**config.mk**
```make
export PLATFORM = sky130hd
export DESIGN_NAME = accumulator_machine_executor_core
export DESIGN_NICKNAME = d
export VERILOG_FILES = /design/src/rtl/amx_pkg.sv /design/src/rtl/accumulator_machine_executor_core.sv
export SDC_FILE = /design/constraint.sdc
export NUM_CORES = 2
export LEC_CHECK = 0
export BUFFER_PORTS_ARGS = -buffer_cell sky130_fd_sc_hd__buf_2
export CAP_MARGIN = 20
export CORE_MARGIN = 5
export CORE_UTILIZATION = 40
export DETAILED_ROUTE_END_ITERATION = 10
export PLACE_DENSITY = 0.56
export SYNTH_ARGS = -nofsm -noshare
export SYNTH_HDL_FRONTEND = slang
export SYNTH_SLANG_ARGS = --single-unit
export TNS_END_PERCENT = 50
```
**constraint.sdc**
```tcl
create_clock -name clock -period 10.55 [get_ports clock]
set_input_delay 0.5275 -clock clock [delete_from_list [all_inputs] [get_ports clock]]
set_output_delay 0.5275 -clock clock [all_outputs]
set_load 0.005 [all_outputs]
```
**src/rtl/amx_pkg.sv**
```systemverilog
// ----------------------------------------------------------------------------
// Accumulator machine executor package
// Shared types and constants: field widths, decode constants, opcodes and
// the sequencer state encoding.
// ----------------------------------------------------------------------------
`default_nettype none

package amx_pkg;

   // Instruction word and decode widths
   localparam int INSTR_BITS = 18;
   localparam int MAG_BITS   = 17;   // magnitude of a non-negative word
   localparam int OPC_BITS   = 11;   // largest opcode is 131071 / 100 = 1310
   localparam int ADDR_BITS  = 7;
   localparam int MEM_WORDS  = 100;
   localparam int VALUE_BITS = 32;

   // Divide by 100 as multiply by a rounded-up reciprocal, exact below 2^17
   localparam int RECIP_BITS  = 18;
   localparam int RECIP_SHIFT = 24;
   localparam int PROD_BITS   = MAG_BITS + RECIP_BITS;
   localparam logic [RECIP_BITS-1:0] RECIP_100 = 18'd167773;
   localparam logic [MAG_BITS-1:0]   RADIX     = 17'd100;

   // Opcodes
   localparam logic [OPC_BITS-1:0] OP_READ  = 11'd10;
   localparam logic [OPC_BITS-1:0] OP_WRITE = 11'd11;
   localparam logic [OPC_BITS-1:0] OP_LOAD  = 11'd20;
   localparam logic [OPC_BITS-1:0] OP_STORE = 11'd21;
   localparam logic [OPC_BITS-1:0] OP_ADD   = 11'd30;
   localparam logic [OPC_BITS-1:0] OP_SUB   = 11'd31;
   localparam logic [OPC_BITS-1:0] OP_DIV   = 11'd32;
   localparam logic [OPC_BITS-1:0] OP_MUL   = 11'd33;

   // Sequencer states
   typedef enum logic [6:0] {
      ST_IDLE  = 7'b0000001,
      ST_QUOT  = 7'b0000010,
      ST_ADDR  = 7'b0000100,
      ST_FETCH = 7'b0001000,
      ST_EXEC  = 7'b0010000,
      ST_ITER  = 7'b0100000,
      ST_FIN   = 7'b1000000
   } state_type;

endpackage

`default_nettype wire

```
**src/rtl/accumulator_machine_executor_core.sv**
```systemverilog
// ----------------------------------------------------------------------------
// Accumulator machine executor
// Runs one accumulator-machine instruction per input item against a
// 100-word data memory and an accumulator, using one shared adder for
// add, subtract and the bit-serial multiply and divide.
// ----------------------------------------------------------------------------
// Usage:
//   req_* carries one instruction per item: the instruction word, the value
//   a read instruction stores, and tlast marking the last instruction of a
//   program. rsp_* returns exactly one item per instruction: the printed
//   word of a write instruction, a write-valid flag, a divide-by-zero flag
//   and tlast echoing the program end mark.
//   req_tready is high only while the sequencer is idle, so a new item is
//   taken only once the last is through. An item steps through the opcode,
//   address, fetch, execute and final states; multiply and divide insert
//   an iterate state between execute and final that steps the shared adder
//   once per bit (not for a divide by zero). The result is loaded into the
//   output register as the sequencer leaves the final state.
//   The result sits in an output register: when the receiver stalls the
//   next item is still accepted and worked on, and the sequencer holds in
//   its final state only until the earlier result has been taken.
//   Reset clears the accumulator and marks every memory word as zero
//   through per-word valid bits, so the block is ready in the first cycle
//   after reset with no clearing pass.
// ----------------------------------------------------------------------------
`default_nettype none

module accumulator_machine_executor_core #(
   parameter int WORD_BITS = 32
) (
   input  logic        clock,
   input  logic        reset,
   // instruction in
   input  logic        req_tvalid,
   output logic        req_tready,
   input  logic [55:0] req_tdata,   // [17:0] instr_word, [49:18] read_value, rest zero
   input  logic        req_tlast,   // program_end
   // result out
   output logic        rsp_tvalid,
   input  logic        rsp_tready,
   output logic [31:0] rsp_tdata,   // [31:0] write_value
   output logic [1:0]  rsp_tuser,   // [0] write_valid, [1] divide_by_zero
   output logic        rsp_tlast    // program_done
);

   localparam int CNT_BITS = $clog2(WORD_BITS);
   localparam logic [CNT_BITS-1:0] CNT_LAST = CNT_BITS'(WORD_BITS - 1);

   // Sequencer
   amx_pkg::state_type state_ff, state_in;

   // Captured item
   logic [amx_pkg::INSTR_BITS-1:0] word_ff, word_in;
   logic [amx_pkg::VALUE_BITS-1:0] rv_ff, rv_in;
   logic                           last_ff, last_in;

   // Decode
   logic [amx_pkg::OPC_BITS-1:0]   opc_ff, opc_in;
   logic [amx_pkg::ADDR_BITS-1:0]  addr_ff, addr_in;
   logic [amx_pkg::PROD_BITS-1:0]  recip_prod;
   logic [amx_pkg::MAG_BITS-1:0]   addr_full;

   // Data memory with per-word valid bits
   logic [WORD_BITS-1:0]           mem [amx_pkg::MEM_WORDS];
   logic [amx_pkg::MEM_WORDS-1:0]  valid_ff;
   logic [WORD_BITS-1:0]           rdata_ff;
   logic                           rvalid_ff;
   logic                           mem_we;
   logic [WORD_BITS-1:0]           mem_wdata;
   logic [WORD_BITS-1:0]           operand;

   // Accumulator and iteration registers
   logic [WORD_BITS-1:0]           acc_ff, acc_in;
   logic [WORD_BITS-1:0]           rem_ff, rem_in;   // remainder / product
   logic [WORD_BITS-1:0]           quo_ff, quo_in;   // dividend-quotient / multiplier
   logic [WORD_BITS-1:0]           dvs_ff, dvs_in;   // divisor / multiplicand
   logic [CNT_BITS-1:0]            cnt_ff, cnt_in;
   logic                           negq_ff, negq_in;

   // Shared adder
   logic [WORD_BITS-1:0]           alu_a, alu_b;
   logic                           alu_sub;
   logic [WORD_BITS:0]             alu_sum;

   // Result fields and output register
   logic                           wvalid_ff, wvalid_in;
   logic [amx_pkg::VALUE_BITS-1:0] wvalue_ff, wvalue_in;
   logic                           dz_ff, dz_in;
   logic                           rsp_tvalid_ff, rsp_tvalid_in;
   logic [31:0]                    rsp_tdata_ff, rsp_tdata_in;
   logic [1:0]                     rsp_tuser_ff, rsp_tuser_in;
   logic                           rsp_tlast_ff, rsp_tlast_in;
   logic                           out_free;

   assign req_tready = (state_ff == amx_pkg::ST_IDLE);
   assign rsp_tvalid = rsp_tvalid_ff;
   assign rsp_tdata  = rsp_tdata_ff;
   assign rsp_tuser  = rsp_tuser_ff;
   assign rsp_tlast  = rsp_tlast_ff;
   assign out_free   = !rsp_tvalid_ff || rsp_tready;

   // Opcode: magnitude times the reciprocal of 100, keep the top bits
   assign recip_prod = amx_pkg::PROD_BITS'(word_ff[amx_pkg::MAG_BITS-1:0])
                     * amx_pkg::PROD_BITS'(amx_pkg::RECIP_100);
   // Address: magnitude less opcode times 100, always below 100
   assign addr_full  = word_ff[amx_pkg::MAG_BITS-1:0]
                     - amx_pkg::MAG_BITS'(amx_pkg::MAG_BITS'(opc_ff) * amx_pkg::RADIX);

   // Never-written words read as zero
   assign operand = rvalid_ff ? rdata_ff : '0;

   // One adder serves add, subtract, divide steps and multiply steps
   assign alu_sum = {1'b0, alu_a} + {1'b0, alu_b ^ {WORD_BITS{alu_sub}}}
                  + (WORD_BITS + 1)'(alu_sub);

   always_comb begin
      state_in  = state_ff;
      word_in   = word_ff;
      rv_in     = rv_ff;
      last_in   = last_ff;
      opc_in    = opc_ff;
      addr_in   = addr_ff;
      acc_in    = acc_ff;
      rem_in    = rem_ff;
      quo_in    = quo_ff;
      dvs_in    = dvs_ff;
      cnt_in    = cnt_ff;
      negq_in   = negq_ff;
      wvalid_in = wvalid_ff;
      wvalue_in = wvalue_ff;
      dz_in     = dz_ff;
      mem_we    = 1'b0;
      mem_wdata = acc_ff;
      alu_a     = acc_ff;
      alu_b     = operand;
      alu_sub   = 1'b0;

      unique case (state_ff)
         amx_pkg::ST_IDLE: begin
            if (req_tvalid) begin
               word_in   = req_tdata[amx_pkg::INSTR_BITS-1:0];
               rv_in     = req_tdata[amx_pkg::INSTR_BITS +: amx_pkg::VALUE_BITS];
               last_in   = req_tlast;
               wvalid_in = 1'b0;
               wvalue_in = '0;
               dz_in     = 1'b0;
               state_in  = amx_pkg::ST_QUOT;
            end
         end
         amx_pkg::ST_QUOT: begin
            opc_in   = recip_prod[amx_pkg::RECIP_SHIFT +: amx_pkg::OPC_BITS];
            state_in = amx_pkg::ST_ADDR;
         end
         amx_pkg::ST_ADDR: begin
            addr_in  = addr_full[amx_pkg::ADDR_BITS-1:0];
            state_in = amx_pkg::ST_FETCH;
         end
         amx_pkg::ST_FETCH: begin
            state_in = amx_pkg::ST_EXEC;
         end
         amx_pkg::ST_EXEC: begin
            state_in = amx_pkg::ST_FIN;
            // negative words decode to no operation
            if (!word_ff[amx_pkg::INSTR_BITS-1]) begin
               unique case (opc_ff)
                  amx_pkg::OP_READ: begin
                     mem_we    = 1'b1;
                     mem_wdata = WORD_BITS'($signed(rv_ff));
                  end
                  amx_pkg::OP_WRITE: begin
                     wvalid_in = 1'b1;
                     wvalue_in = amx_pkg::VALUE_BITS'(operand);
                  end
                  amx_pkg::OP_LOAD: begin
                     acc_in = operand;
                  end
                  amx_pkg::OP_STORE: begin
                     mem_we    = 1'b1;
                     mem_wdata = acc_ff;
                  end
                  amx_pkg::OP_ADD: begin
                     acc_in = alu_sum[WORD_BITS-1:0];
                  end
                  amx_pkg::OP_SUB: begin
                     alu_sub = 1'b1;
                     acc_in  = alu_sum[WORD_BITS-1:0];
                  end
                  amx_pkg::OP_DIV: begin
                     if (operand == '0) begin
                        dz_in = 1'b1;
                     end else begin
                        // divide magnitudes, fix the sign at the end
                        negq_in  = acc_ff[WORD_BITS-1] ^ operand[WORD_BITS-1];
                        quo_in   = acc_ff[WORD_BITS-1] ? -acc_ff : acc_ff;
                        dvs_in   = operand[WORD_BITS-1] ? -operand : operand;
                        rem_in   = '0;
                        cnt_in   = CNT_LAST;
                        state_in = amx_pkg::ST_ITER;
                     end
                  end
                  amx_pkg::OP_MUL: begin
                     rem_in   = '0;
                     quo_in   = operand;
                     dvs_in   = acc_ff;
                     cnt_in   = CNT_LAST;
                     state_in = amx_pkg::ST_ITER;
                  end
                  default: begin
                  end
               endcase
            end
         end
         amx_pkg::ST_ITER: begin
            if (opc_ff == amx_pkg::OP_DIV) begin
               // restoring step: shift in the next dividend bit, trial subtract
               alu_a   = {rem_ff[WORD_BITS-2:0], quo_ff[WORD_BITS-1]};
               alu_b   = dvs_ff;
               alu_sub = 1'b1;
               rem_in  = alu_sum[WORD_BITS] ? alu_sum[WORD_BITS-1:0] : alu_a;
               quo_in  = {quo_ff[WORD_BITS-2:0], alu_sum[WORD_BITS]};
               if (cnt_ff == '0) begin
                  acc_in = negq_ff ? -{quo_ff[WORD_BITS-2:0], alu_sum[WORD_BITS]}
                                   :  {quo_ff[WORD_BITS-2:0], alu_sum[WORD_BITS]};
               end
            end else begin
               // shift-add step, low bits only
               alu_a  = rem_ff;
               alu_b  = dvs_ff;
               rem_in = quo_ff[0] ? alu_sum[WORD_BITS-1:0] : rem_ff;
               quo_in = quo_ff >> 1;
               dvs_in = dvs_ff << 1;
               if (cnt_ff == '0) begin
                  acc_in = quo_ff[0] ? alu_sum[WORD_BITS-1:0] : rem_ff;
               end
            end
            cnt_in = cnt_ff - 1'b1;
            if (cnt_ff == '0) begin
               state_in = amx_pkg::ST_FIN;
            end
         end
         amx_pkg::ST_FIN: begin
            // hold until the output register is free
            if (out_free) begin
               state_in = amx_pkg::ST_IDLE;
            end
         end
         default: begin
            state_in = amx_pkg::ST_IDLE;
         end
      endcase
   end

   // Output register
   always_comb begin
      rsp_tvalid_in = rsp_tvalid_ff;
      rsp_tdata_in  = rsp_tdata_ff;
      rsp_tuser_in  = rsp_tuser_ff;
      rsp_tlast_in  = rsp_tlast_ff;
      priority if (state_ff == amx_pkg::ST_FIN && out_free) begin
         rsp_tvalid_in = 1'b1;
         rsp_tdata_in  = wvalue_ff;
         rsp_tuser_in  = {dz_ff, wvalid_ff};
         rsp_tlast_in  = last_ff;
      end else if (rsp_tready) begin
         rsp_tvalid_in = 1'b0;
      end
   end

   // Control state
   always_ff @(posedge clock) begin
      if (reset) begin
         state_ff      <= amx_pkg::ST_IDLE;
         acc_ff        <= '0;
         valid_ff      <= '0;
         rsp_tvalid_ff <= 1'b0;
      end else begin
         state_ff      <= state_in;
         acc_ff        <= acc_in;
         rsp_tvalid_ff <= rsp_tvalid_in;
         if (mem_we) begin
            valid_ff[addr_ff] <= 1'b1;
         end
      end
   end

   // Payload and datapath registers
   always_ff @(posedge clock) begin
      word_ff      <= word_in;
      rv_ff        <= rv_in;
      last_ff      <= last_in;
      opc_ff       <= opc_in;
      addr_ff      <= addr_in;
      rem_ff       <= rem_in;
      quo_ff       <= quo_in;
      dvs_ff       <= dvs_in;
      cnt_ff       <= cnt_in;
      negq_ff      <= negq_in;
      wvalid_ff    <= wvalid_in;
      wvalue_ff    <= wvalue_in;
      dz_ff        <= dz_in;
      rsp_tdata_ff <= rsp_tdata_in;
      rsp_tuser_ff <= rsp_tuser_in;
      rsp_tlast_ff <= rsp_tlast_in;
   end

   // Data memory: one write port, one registered read port
   always_ff @(posedge clock) begin
      if (mem_we) begin
         mem[addr_ff] <= mem_wdata;
      end
      if (state_ff == amx_pkg::ST_FETCH) begin
         rdata_ff  <= mem[addr_ff];
         rvalid_ff <= valid_ff[addr_ff];
      end
   end

endmodule

`default_nettype wire

```
==> impl_metrics.yaml <==
route:
  vias: 88512
  post_drt_wl_per_cell_um: 32.6
  post-route-drc-count: 0
  drt_first_iter_violations: 11531
  via_per_inst: 6.15
  drt-met1-wl_um: 188000
  wl_um: 469000
  dr_wl_met3_um: 42600
  top_layer: "met5"
  ant_nets: 0
  dr.pass1.iters: 8
  met2_length_um: 217000
timing:
  finalSetupTns_ns: 0
  tightest_slew_ns: 1.27
  hold_violations: 0
  fin_hold_ws_ns: 0.319
  slew_headroom: 0.151
  slew_violations: 0
  rsz0062_at_grt: "false"
  fin_skew_ns: 0.0414
  setup_viol: 0
  fmax_ghz: 0.127
  period_needed_ns: 7.86
  period_share: 0.745
yosys:
  synth_commonest_cells: "3473 x edfxtp_1, 1015 x a22oi_1, 530 x nor2_1"
  avgSynthCellArea_um2: 15.9
  async_flop_share: 0
  synth-edff-count: 3473
  synth_top_area_cell: "edfxtp_1"
  yosysTopAreaCellShare: 0.726
  synth_fp_nets: 9399
  synth_area_leaders: "edfxtp_1 73%, a22oi_1 5.3%, dfxtp_1 2.0%"
  syn_area_mm2: 0.144
  synthCells: 9043
  synthFlopType: "edfxtp_1"
  synth_seq_cells: 3613
  ys_types: 98
  yosys.cell_count.top_type: "edfxtp_1"
  ys_warn_count: 0
  ys_seq_area_frac: 0.745
clock_tree:
  clk_latency_ns: 0.95
  cts.sinks: 3613
  cts_tree: "yes"
  htree_levels: 5
  postCtsSetupBuffers: 0
  clk_path_buf_depth: 4
  cts_made_buffers: 369
  cts_resized: 0
  clockRootBuffer: "clkbuf_16"
  clkTransAtPathRegs_ns: 0.06
worst_setup_path:
  end_kind: "flop"
  cp-start-kind: "flop"
  slowest_delay_ns: 0.58
  cp_slowest_cell: "o32ai_4"
  crit_arrival_ns: 8.66
  critical-path-top-delay-family: "compound AO/OA/AOI/OAI gates"
  path_class: "flop to flop"
  worstPathCellList: "nor4_4 -> nand2_2 -> o32ai_4 -> inv_2 -> xnor2_1 -> fa_1 -> a211oi_1 -> o21ai_0 -> nand3_1 -> a211oi_1 -> o21ai_2 -> nand2_1 -> buf_4 -> inv_2 -> ha_1 -> nor2b_1 -> nand3_1 -> or4_1 -> o21ai_0 -> xor2_1 -> a21oi_1 -> a221oi_1 -> nor3_1"
  path_buf_inv: 3
  critPathMaxFanout: 38
  cp.required_ns: 11.36
die:
  initial_core_util: 0.401
  die_h_um: 609
  core-area_mm2: 0.358
  die_w_um: 609
  rows: 220
  dieArea_mm2: 0.371
  ios: 98
finish:
  fill_cells: 30986
  final_nets: 9651
  finalNonFillerCells: 14391
  drive_above_1_share: 0.127
  syn_to_final_growth_pct: 14.4
place:
  gp_congestion: 0.909
  port_buffers: 91
  post-dp-hpwl_um: 277000
  dp_cells: 13637
power_and_ir_drop:
  p_leak_nw: 52.2
  swShare: 0.239
  p_clk_frac: 0.403
  combPwrFrac: 0.116
  p_int_mw: 24.9
  seq_power_share: 0.481
  p_sw_mw: 7.79
  powerDensity_mw_per_mm2: 199
  ir_drop_uv: 283
status:
  outcome: "finished, final reports clean"
global_routing:
  grt_pass1_wl_um: 657000
  track_usage: 0.244
  grt_overflow: 0
  antenna_found_initial: 35
  grt_max_degree: 100
  first_global_vias: 85767
worst_hold_path:
  hold_class: "input pin to flop"
job:
  cap_violations: 0
## metal layers
metal	track usage	vias up
met4	0.0979	8
met5	0	-
met1	0.336	45989
met3	0.0444	776
met2	0.386	4599
li1	-	37140
## kinds of logic after synthesis
| logic type | Yosys count | synth area share |
|---|---|---|
| DFF | 3613 | 0.745 |
| AOI/OAI and AO/OA | 2650 | 0.136 |
| and+or+nand+nor | 1407 | 0.0457 |
| buffers and inverters | 829 | 0.0223 |
| adders and majority gates | 295 | 0.0315 |
| xor gates and xnor gates | 152 | 0.00932 |
| muxes | 97 | 0.0103 |
## cell type report
type,instances,area (um^2),area share
multi-input cells,4601,34400,0.209
diodes,19,47.5,0.000289
clock inverters,221,2280,0.0139
flip-flops and latches,3613,107000,0.652
well taps,4773,5970,0.0363
inverters,228,856,0.00521
clock buffers,454,9820,0.0598
repair buffers,482,3880,0.0236
## power by group through the flow
stage / combinational [mW] / clock [mW] / sequential (mW)
after global placement: 3.84 / 0 / 16.0
after detailed placement: 3.84 / 0 / 16.0
after CTS: 3.93 / 13.3 / 15.7
final: 3.80 / 13.1 / 15.7
after global routing: 4.47 / 13.9 / 15.7
after floorplan: 2.74 / 0 / 16.0
## timing repair
| item | 4_1_cts | 5_1_grt |
|---|---|---|
| hold buffers | 54 | 0 |
| setup endpoints to repair | 0 | 0 |
| hold endpoints to repair | 63 | 0 |
## state kept, by name, summed over array words and instances (netlist names), 5 cells and up
register   count
mem         3200
valid_ff     100
acc_ff        32
dvs_ff        32
quo_ff        32
rdata_ff      32
rem_ff        32
rsp_tdata     32
rv_ff         32
wvalue_ff     32
word_ff       18
opc_ff        11
addr_ff        7
state_ff       7
cnt_ff         5
## final timing paths
check / depth (start not counted) / end / slack, ns / from
worst max-delay path: 23 / acc_ff[24] / 2.69 / state_ff[0]
worst min-delay path: 2 / rv_ff[19] / 0.32 / req_tdata[37]
worst max register to register: 23 / acc_ff[24] / 2.69 / state_ff[0]
worst min register to register: 0 / rsp_tuser[1] / 0.42 / dz_ff
## layout by cell type (no fill, tap or decap), drive strengths merged, types with 21 or more instances in the layout
cell         instances
edfxtp            3473
a22oi             1015
nor2               530
clkbuf             455
buf                427
nand2              378
a221oi             302
a22o               297
a31oi              256
o21ai              249
inv                239
nand4              209
a21oi              205
ha                 184
clkinv             158
dfxtp              140
xnor2              118
fa                 111
o211ai              71
nand3               62
nor3                57
dlygate4sd3         54
a211oi              47
bufinv              38
mux2                38
mux4                37
xor2                34
nor4                33
o31ai               31
mux2i               22
a21o                21
## metrics by stage
stage | total power, mW | util | instance area (um^2) | setup WS, ns
after global routing | 34.1 | 0.458 | 164000 | 2.41
after CTS | 32.9 | 0.458 | 164000 | 2.76
after global placement | 19.8 | 0.423 | 151000 | 2.77
after detailed placement | 19.9 | 0.423 | 152000 | 2.82
after floorplan | 18.7 | - | 144000 | 2.91
final | 32.6 | 0.459 | 164000 | 2.69
Power figures use the tool's default switching activity.
